**src/hw/rtl/adf_pkg.sv**
```systemverilog
// Package for the ADC distance decimal formatter.
// Holds field widths, register indexes, ASCII codes and divide-by-ten helpers.
// No dependencies; every other file of the block uses it.
package adf_pkg;

    localparam int SAMPLE_W = 12;
    localparam int SUM_W    = 13;
    localparam int NUM_W    = 16;
    localparam int DEN_W    = 16;
    localparam int DIST_W   = 29;
    localparam int CFG_W    = 16;
    localparam int IDX_W    = 2;
    localparam int BCD_W    = 14;
    localparam int DIGIT_W  = 4;

    // Depth of the pipeline: the offset add register, the multiply register, one divider
    // stage per quotient bit, and the decimal digit stages.
    localparam int LATENCY = 2 + DIST_W + 3;

    localparam logic [IDX_W-1:0] REG_SAMPLE_OFFSET     = 2'd0;
    localparam logic [IDX_W-1:0] REG_SCALE_NUMERATOR   = 2'd1;
    localparam logic [IDX_W-1:0] REG_SCALE_DENOMINATOR = 2'd2;

    localparam logic [SAMPLE_W-1:0] RST_SAMPLE_OFFSET     = 12'd2;
    localparam logic [NUM_W-1:0]    RST_SCALE_NUMERATOR   = 16'd2000;
    localparam logic [DEN_W-1:0]    RST_SCALE_DENOMINATOR = 16'd4094;

    localparam logic [DIST_W-1:0] DISPLAY_MAX = 29'd9999;

    localparam logic [7:0] ASCII_ZERO  = 8'h30;
    localparam logic [7:0] ASCII_NINE  = 8'h39;
    localparam logic [7:0] ASCII_STAR  = 8'h2A;
    localparam logic [7:0] ASCII_POINT = 8'h2E;
    localparam logic [7:0] ASCII_SPACE = 8'h20;
    localparam logic [7:0] ASCII_C     = 8'h63;
    localparam logic [7:0] ASCII_M     = 8'h6D;

    // Reciprocal of ten scaled by 2^19, exact for every 14-bit value.
    localparam logic [15:0] RECIP_TEN = 16'd52429;

    typedef struct packed {
        logic [DIGIT_W-1:0] units;
        logic [DIGIT_W-1:0] tenths;
        logic [DIGIT_W-1:0] hundredths;
        logic [DIGIT_W-1:0] thousandths;
    } t_digits;

    function automatic logic [BCD_W-1:0] f_div10(input logic [BCD_W-1:0] v);
        logic [BCD_W+15:0] p;
        p = (BCD_W+16)'(v) * (BCD_W+16)'(RECIP_TEN);
        return BCD_W'(p[BCD_W+15:19]);
    endfunction

    function automatic logic [DIGIT_W-1:0] f_rem10(input logic [BCD_W-1:0] v,
                                                    input logic [BCD_W-1:0] q);
        logic [BCD_W-1:0] t;
        t = v - ((q << 3) + (q << 1));
        return t[DIGIT_W-1:0];
    endfunction

endpackage

```
**src/hw/rtl/adf_scale.sv**
```systemverilog
// Offset and scale front end: adds the offset, then multiplies by the numerator.
// Two register stages with a valid bit; depends on adf_pkg.
module adf_scale (
    input  logic                         i_clk,
    input  logic                         i_rst_n,
    input  logic                         i_valid,
    input  logic [adf_pkg::SAMPLE_W-1:0] i_sample,
    input  logic [adf_pkg::SAMPLE_W-1:0] i_offset,
    input  logic [adf_pkg::NUM_W-1:0]    i_numerator,
    output logic                         o_valid,
    output logic [adf_pkg::DIST_W-1:0]   o_product
);

    logic                         r_sum_vld;
    logic [adf_pkg::SUM_W-1:0]    r_sum;
    logic                         r_prod_vld;
    logic [adf_pkg::DIST_W-1:0]   r_prod;
    logic [adf_pkg::SUM_W-1:0]    n_sum;
    logic [adf_pkg::DIST_W-1:0]   n_prod;

    assign n_sum  = adf_pkg::SUM_W'(i_sample) + adf_pkg::SUM_W'(i_offset);
    assign n_prod = adf_pkg::DIST_W'(r_sum) * adf_pkg::DIST_W'(i_numerator);

    always_ff @(posedge i_clk) begin
        if (!i_rst_n) begin
            r_sum_vld  <= 1'b0;
            r_prod_vld <= 1'b0;
        end else begin
            r_sum_vld  <= i_valid;
            r_prod_vld <= r_sum_vld;
        end
    end

    always_ff @(posedge i_clk) begin
        r_sum  <= n_sum;
        r_prod <= n_prod;
    end

    assign o_valid   = r_prod_vld;
    assign o_product = r_prod;

endmodule

```
**src/hw/rtl/adf_divider.sv**
```systemverilog
// Pipelined restoring divider, one quotient bit per register stage.
// A zero divisor yields an all-ones quotient; depends on adf_pkg.
module adf_divider (
    input  logic                       i_clk,
    input  logic                       i_rst_n,
    input  logic                       i_valid,
    input  logic [adf_pkg::DIST_W-1:0] i_dividend,
    input  logic [adf_pkg::DEN_W-1:0]  i_divisor,
    output logic                       o_valid,
    output logic [adf_pkg::DIST_W-1:0] o_quotient
);

    localparam int STAGES = adf_pkg::DIST_W;

    logic                       r_vld [STAGES];
    logic [adf_pkg::DEN_W-1:0]  r_rem [STAGES];
    logic [adf_pkg::DIST_W-1:0] r_quo [STAGES];

    for (genvar s = 0; s < STAGES; s++) begin : g_stage
        logic                       vld_in;
        logic [adf_pkg::DEN_W-1:0]  rem_in;
        logic [adf_pkg::DIST_W-1:0] quo_in;
        logic [adf_pkg::DEN_W:0]    trial;
        logic [adf_pkg::DEN_W:0]    diff;
        logic                       take;
        logic [adf_pkg::DEN_W-1:0]  n_rem;
        logic [adf_pkg::DIST_W-1:0] n_quo;

        if (s == 0) begin : g_first
            assign vld_in = i_valid;
            assign rem_in = '0;
            assign quo_in = i_dividend;
        end else begin : g_next
            assign vld_in = r_vld[s-1];
            assign rem_in = r_rem[s-1];
            assign quo_in = r_quo[s-1];
        end

        assign trial = {rem_in, quo_in[adf_pkg::DIST_W-1]};
        assign diff  = trial - {1'b0, i_divisor};
        assign take  = (trial >= {1'b0, i_divisor});
        assign n_rem = take ? diff[adf_pkg::DEN_W-1:0] : trial[adf_pkg::DEN_W-1:0];
        assign n_quo = {quo_in[adf_pkg::DIST_W-2:0], take};

        always_ff @(posedge i_clk) begin
            if (!i_rst_n) begin
                r_vld[s] <= 1'b0;
            end else begin
                r_vld[s] <= vld_in;
            end
        end

        always_ff @(posedge i_clk) begin
            r_rem[s] <= n_rem;
            r_quo[s] <= n_quo;
        end
    end

    assign o_valid    = r_vld[STAGES-1];
    assign o_quotient = r_quo[STAGES-1];

endmodule

```
**src/hw/rtl/adf_bcd.sv**
```systemverilog
// Range check and decimal digit extraction in three register stages; each stage
// peels one digit off with a reciprocal multiply, the last stage two; depends on adf_pkg.
module adf_bcd (
    input  logic                       i_clk,
    input  logic                       i_rst_n,
    input  logic                       i_valid,
    input  logic [adf_pkg::DIST_W-1:0] i_dist,
    output logic                       o_valid,
    output logic [adf_pkg::DIST_W-1:0] o_dist,
    output logic                       o_ovf,
    output adf_pkg::t_digits           o_digits
);

    logic                        r_a_vld, r_b_vld, r_c_vld;
    logic [adf_pkg::DIST_W-1:0]  r_a_dist, r_b_dist, r_c_dist;
    logic                        r_a_ovf, r_b_ovf, r_c_ovf;
    logic [adf_pkg::BCD_W-1:0]   r_a_q, r_b_q;
    logic [adf_pkg::DIGIT_W-1:0] r_a_th, r_b_th, r_b_hu;
    adf_pkg::t_digits            r_c_dig;

    logic [adf_pkg::BCD_W-1:0]   n_a_v, n_a_q, n_b_q, n_c_q;

    assign n_a_v = i_dist[adf_pkg::BCD_W-1:0];
    assign n_a_q = adf_pkg::f_div10(n_a_v);
    assign n_b_q = adf_pkg::f_div10(r_a_q);
    assign n_c_q = adf_pkg::f_div10(r_b_q);

    always_ff @(posedge i_clk) begin
        if (!i_rst_n) begin
            r_a_vld <= 1'b0;
            r_b_vld <= 1'b0;
            r_c_vld <= 1'b0;
        end else begin
            r_a_vld <= i_valid;
            r_b_vld <= r_a_vld;
            r_c_vld <= r_b_vld;
        end
    end

    always_ff @(posedge i_clk) begin
        r_a_dist <= i_dist;
        r_a_ovf  <= (i_dist > adf_pkg::DISPLAY_MAX);
        r_a_q    <= n_a_q;
        r_a_th   <= adf_pkg::f_rem10(n_a_v, n_a_q);

        r_b_dist <= r_a_dist;
        r_b_ovf  <= r_a_ovf;
        r_b_q    <= n_b_q;
        r_b_th   <= r_a_th;
        r_b_hu   <= adf_pkg::f_rem10(r_a_q, n_b_q);

        r_c_dist                <= r_b_dist;
        r_c_ovf                 <= r_b_ovf;
        r_c_dig.thousandths     <= r_b_th;
        r_c_dig.hundredths      <= r_b_hu;
        r_c_dig.tenths          <= adf_pkg::f_rem10(r_b_q, n_c_q);
        r_c_dig.units           <= n_c_q[adf_pkg::DIGIT_W-1:0];
    end

    assign o_valid  = r_c_vld;
    assign o_dist   = r_c_dist;
    assign o_ovf    = r_c_ovf;
    assign o_digits = r_c_dig;

endmodule

```
**src/hw/rtl/adc_distance_decimal_formatter_core.sv**
```systemverilog
// Top level of the ADC distance decimal formatter: calibration registers,
// scale front end, pipelined divider and decimal stage; depends on adf_pkg.
//
//   Channel   Direction  Handshake                 Payload
//   command   in         start high, busy low      i_adc_sample
//   result    out        o_done, one cycle         o_distance_value, o_overflow, o_char_*
//   config    in         i_cfg_we                  i_cfg_idx, i_cfg_data
//
// One transaction is accepted every clock cycle; busy is high only during reset.
// A result strobes o_done once its command has passed the offset add, the multiply,
// the one-bit-per-stage divider and the digit stages.
// Reset clears every valid bit, so transactions in flight are dropped.
// The receiver cannot stall; results leave the pipeline on the cycle they finish.
module adc_distance_decimal_formatter_core (
    input  logic                         i_clk,
    input  logic                         i_rst_n,
    input  logic                         start,
    output logic                         busy,
    input  logic [adf_pkg::SAMPLE_W-1:0] i_adc_sample,
    input  logic                         i_cfg_we,
    input  logic [adf_pkg::IDX_W-1:0]    i_cfg_idx,
    input  logic [adf_pkg::CFG_W-1:0]    i_cfg_data,
    output logic                         o_done,
    output logic [adf_pkg::DIST_W-1:0]   o_distance_value,
    output logic                         o_overflow,
    output logic [7:0]                   o_char_units,
    output logic [7:0]                   o_char_point,
    output logic [7:0]                   o_char_tenths,
    output logic [7:0]                   o_char_hundredths,
    output logic [7:0]                   o_char_thousandths,
    output logic [7:0]                   o_char_space,
    output logic [7:0]                   o_char_unit_c,
    output logic [7:0]                   o_char_unit_m
);

    logic [adf_pkg::SAMPLE_W-1:0] r_sample_offset;
    logic [adf_pkg::NUM_W-1:0]    r_scale_numerator;
    logic [adf_pkg::DEN_W-1:0]    r_scale_denominator;

    logic                         accept;
    logic                         prod_vld;
    logic [adf_pkg::DIST_W-1:0]   prod;
    logic                         quo_vld;
    logic [adf_pkg::DIST_W-1:0]   quo;
    logic                         out_vld;
    logic [adf_pkg::DIST_W-1:0]   out_dist;
    logic                         out_ovf;
    adf_pkg::t_digits             out_dig;

    assign busy   = !i_rst_n;
    assign accept = start && !busy;

    always_ff @(posedge i_clk) begin
        if (!i_rst_n) begin
            r_sample_offset     <= adf_pkg::RST_SAMPLE_OFFSET;
            r_scale_numerator   <= adf_pkg::RST_SCALE_NUMERATOR;
            r_scale_denominator <= adf_pkg::RST_SCALE_DENOMINATOR;
        end else if (i_cfg_we) begin
            unique case (i_cfg_idx)
                adf_pkg::REG_SAMPLE_OFFSET: begin
                    r_sample_offset <= i_cfg_data[adf_pkg::SAMPLE_W-1:0];
                end
                adf_pkg::REG_SCALE_NUMERATOR: begin
                    r_scale_numerator <= i_cfg_data[adf_pkg::NUM_W-1:0];
                end
                adf_pkg::REG_SCALE_DENOMINATOR: begin
                    r_scale_denominator <= i_cfg_data[adf_pkg::DEN_W-1:0];
                end
                default: begin
                end
            endcase
        end
    end

    adf_scale u_scale (
        .i_clk       (i_clk),
        .i_rst_n     (i_rst_n),
        .i_valid     (accept),
        .i_sample    (i_adc_sample),
        .i_offset    (r_sample_offset),
        .i_numerator (r_scale_numerator),
        .o_valid     (prod_vld),
        .o_product   (prod)
    );

    adf_divider u_divider (
        .i_clk      (i_clk),
        .i_rst_n    (i_rst_n),
        .i_valid    (prod_vld),
        .i_dividend (prod),
        .i_divisor  (r_scale_denominator),
        .o_valid    (quo_vld),
        .o_quotient (quo)
    );

    adf_bcd u_bcd (
        .i_clk    (i_clk),
        .i_rst_n  (i_rst_n),
        .i_valid  (quo_vld),
        .i_dist   (quo),
        .o_valid  (out_vld),
        .o_dist   (out_dist),
        .o_ovf    (out_ovf),
        .o_digits (out_dig)
    );

    assign o_done             = out_vld;
    assign o_distance_value   = out_dist;
    assign o_overflow         = out_ovf;
    assign o_char_units       = out_ovf ? adf_pkg::ASCII_STAR
                                        : adf_pkg::ASCII_ZERO + 8'(out_dig.units);
    assign o_char_tenths      = out_ovf ? adf_pkg::ASCII_STAR
                                        : adf_pkg::ASCII_ZERO + 8'(out_dig.tenths);
    assign o_char_hundredths  = out_ovf ? adf_pkg::ASCII_STAR
                                        : adf_pkg::ASCII_ZERO + 8'(out_dig.hundredths);
    assign o_char_thousandths = out_ovf ? adf_pkg::ASCII_STAR
                                        : adf_pkg::ASCII_ZERO + 8'(out_dig.thousandths);
    assign o_char_point       = adf_pkg::ASCII_POINT;
    assign o_char_space       = adf_pkg::ASCII_SPACE;
    assign o_char_unit_c      = adf_pkg::ASCII_C;
    assign o_char_unit_m      = adf_pkg::ASCII_M;

endmodule

```
**config.mk**
```make
export PLATFORM = sky130hd
export DESIGN_NAME = adc_distance_decimal_formatter_core
export DESIGN_NICKNAME = d
export VERILOG_FILES = /design/src/hw/rtl/adf_pkg.sv /design/src/hw/rtl/adf_scale.sv /design/src/hw/rtl/adf_divider.sv /design/src/hw/rtl/adf_bcd.sv /design/src/hw/rtl/adc_distance_decimal_formatter_core.sv
export SDC_FILE = /design/constraint.sdc
export NUM_CORES = 2
export LEC_CHECK = 0
export BUFFER_PORTS_ARGS = -buffer_cell sky130_fd_sc_hd__buf_2
export CAP_MARGIN = 15
export CORE_MARGIN = 2
export CORE_UTILIZATION = 55
export DETAILED_ROUTE_END_ITERATION = 7
export PLACE_DENSITY_LB_ADDON = 0.05
export SLEW_MARGIN = 20
export SYNTH_ARGS = -nofsm -noshare
export SYNTH_HDL_FRONTEND = slang
export SYNTH_SLANG_ARGS = --single-unit
```
**constraint.sdc**
```tcl
create_clock -name i_clk -period 5.85 [get_ports i_clk]
set_input_delay 1.17 -clock i_clk [delete_from_list [all_inputs] [get_ports i_clk]]
set_output_delay 1.17 -clock i_clk [all_outputs]
set_load 0.005 [all_outputs]
```
==> results.md <==
* Status: completed
* PortBufs at 85
* Worst-Margin Slew at 1060 ps
* Max-slew violation count at 0
* # nets final at 8046
* Worst Setup EP: u_bcd.r_a_th[3]
* Max-cap violations at 0
* Mapped Cells at 6690
* FF/Latch Area at 31000 µm²
* Synthesis-stage register bit count at 1546
* EDFF count, synth at 0
* Routed wire per std cell at approximately 17 µm
* Overflow after GRT at 0
* Setup crit end kind: register
* R2r endpoint: u_bcd.r_a_th[3]
* CP arrival at 6410 ps
* Layout cell share with drive strength beyond 1 at between 10 and 15%
* Routability cong. at roughly 0.9
* Drt initial violations at 2194
* Largest net degree at the start of global routing at 54
* Dominant cell type by area after synthesis: dfxtp_1
* Filler cells at 10700
* Fmax at ~0.17 GHz
* Reg2Reg Setup Slack at 100 ps
* Ranking of synthesized cells by area: dfxtp_1 43%, ha_1 13%, fa_1 8.1%
* HP Class: register to register
* ANT cells at 0
* Routed via count at 46300
* Global-route wire length before repair at 243 mm
* Final Hold Vio Count at 0
* GRT Util Overall at 23.0%
* Min cycle time layout at 5750 ps
* Max-slew headroom at between 20% and 30%
* Slowest cell on crit path: fa_1
* Die width at 365 µm
* Antenna-violating nets left at 0
* I/O pins at 130
* Worst EP required at 6510 ps
* Bufs on Longest Clock Path at 3
* Async set or reset register ratio after synthesis at 0%
* Setup violations, final at 0
* Die Height at 365 µm
* Most frequent cell on the critical path: fa_1
* Most frequent cells in the layout: 1523 x dfxtp_1, 765 x ha_1, 577 x inv_1, 392 x nand2_1, 361 x a21oi_1
* Primary FF master, synth: dfxtp_1
* Post-Route WL at 151 mm
* R2R cell count at 25
* Clock tree root driver cell: clkbuf_16
* RSZ-0062 raised after global routing: true
* P&R area growth vs syn at 11.9%
* CP max stage delay at 520 ps
* Multi-input logic area at 38100 µm²
* Mapped cell area at roughly 72000 µm²
* Number of global-route vias before repair at 46200
* Seq/Total Area, Yosys at between 40% and 50%
* CP startpoint kind: register
* Skew final at 28.8 ps
* First drt pass iteration count at 5
* Final instance area at 80400 µm²
* Reg2Reg Launch Point: u_divider.r_quo[1][354]
* Dpl cell area at 74600 µm²
* Clk_lat worst skew at roughly 780 ps
* Most common cell after layout, fill and taps aside: dfxtp_1
* Mapped Avg Cell Area at 10.7 µm²
* Initial antenna violation count at 2
* Num CTS Buffers at 156
* H-tree levels at 4
* Crit path kind: register to register
* Fin crit share at about 98%
* Yosys cell types at 93
* Core area at 130000 µm²
* Crit path launch: u_divider.r_quo[1][354]
* Dpl cells at 8530
* DR vias/cell at 5.26
* Hpwl dp at ~110 mm
* Yosys warning total at 0
* DRC Markers at 0
* Initial Utilization at 55.4%
* CTS tree: yes
* Clock sink count at approximately 1500
* Synth top area share at 43.1%
* Post-route insts no fill at 8817
* CP max FO at 5
* DIE AREA at roughly 130000 µm²
* # rows at 132
* Clock transition at the registers of the reported paths at around 60 ps
worst max-delay path, delay by kind of cell, from the launching register on:
family                     cells  cell delay [ps]
xor gates and xnor gates       2              220
and+or+nand+nor                4              550
AOI/OAI and AO/OA              5             1030
buffers and inverters          6              400
DFF                            1              330
adders and majority gates      8             3120
how the worst min path moves through the flow:
stage | depth (start not counted) | startpoint | to | slack, ps
2_1_floorplan | 0 | u_bcd.r_b_th[0] | u_bcd.o_digits[0] | 310
3_3_place_gp | 0 | u_divider.r_quo[1][275] | u_divider.r_quo[1][305] | 310
3_5_place_dp | 0 | u_bcd.r_b_hu[0] | u_bcd.o_digits[4] | 310
4_1_cts | 0 | u_divider.r_quo[1][299] | u_divider.r_quo[1][329] | 310
5_1_grt | 0 | u_bcd.r_a_dist[9] | u_bcd.r_b_dist[9] | 300
6_report | 0 | u_divider.r_quo[1][299] | u_divider.r_quo[1][329] | 310
flip-flops by register name (all words and copies together), names as in the netlist, 4 cells and up:
name,count
r_sample_offset,12
r_scale_denominator,16
r_scale_numerator,16
u_bcd.o_digits,16
u_bcd.o_dist,29
u_bcd.r_a_dist,29
u_bcd.r_a_q,11
u_bcd.r_a_th,4
u_bcd.r_b_dist,29
u_bcd.r_b_hu,4
u_bcd.r_b_q,8
u_bcd.r_b_th,4
u_divider.r_quo,841
u_divider.r_rem,448
u_divider.r_vld,29
u_scale.o_product,29
u_scale.r_sum,13
stage by stage:
stage | util [%] | worst slack (ps) | TNS [ps] | hold slack [ps]
after floorplan | - | 63.7 | 0 | 310
after global placement | 57.6 | -92.5 | -92.5 | 310
after detailed placement | 57.6 | -81.4 | -81.4 | 312
after CTS | 61.8 | 0.537 | 0 | 310
after global routing | 62.0 | -65.4 | -65.4 | 305
final | 62.0 | 105 | 0 | 312
synthesized netlist by cell type, drive strengths merged (9+ instances only):
master and n:
a2111oi 9, a211o 9, a211oi 43, a21o 90, a21oi 369, a221oi 15, a22oi 9, a2bb2oi 16
a311oi 14, a31oi 35, and2 141, and3 16, buf 96, clkbuf 51, dfxtp 1546, fa 290
ha 772, inv 596, mux2 282, mux2i 52, nand2 393, nand2b 76, nand3 107, nand3b 10
nand4 69, nor2 339, nor2b 100, nor3 74, nor4 28, o211ai 24, o21a 140, o21ai 189
o21bai 77, o31a 20, o41ai 38, or2 21, or3 38, xnor2 326, xor2 75
repair_timing:
action / CTS / global route
hold buffers: 0 / 0
buffers inserted: 2 / 2
pin swaps: 7 / 19
endpoints found under the setup margin: 1 / 8
gates resized for setup: 7 / 56
layer usage:
metal  share of wire [%]  GRT usage, %  up-vias
li1                    -             -    23300
met2                  47          38.4      825
met3                 3.8          3.21      274
met5                   0             0        -
met4                 2.9          7.60        0
met1                  47          30.6    21900
cell type report:
type / instances / share of cell area (%)
clock buffer: 207 / 5.44
clock inverter: 76 / 1.34
inverter: 597 / 2.79
multi-input combinational: 4442 / 47.4
sequential: 1546 / 38.6
tap: 1742 / 2.71
timing repair buffer: 207 / 1.71
logic make-up (layout without fill, tap and decap cells):
group / count (synthesis) / count (layout) / synth area share, %
compound gates: 1160 / 1160 / 11.1
xor+xnor: 401 / 401 / 4.89
fa+ha+maj: 1062 / 1062 / 21.5
buf+inv: 744 / 1087 / 4.39
flops: 1546 / 1546 / 43.1
mux: 334 / 334 / 5.20
other cells: 2 / 44 / 0.0105
simple gates: 1441 / 1441 / 9.84
Power is not shown: default switching activity piles up to over one toggle a cycle in this logic, so the estimate is an artifact.
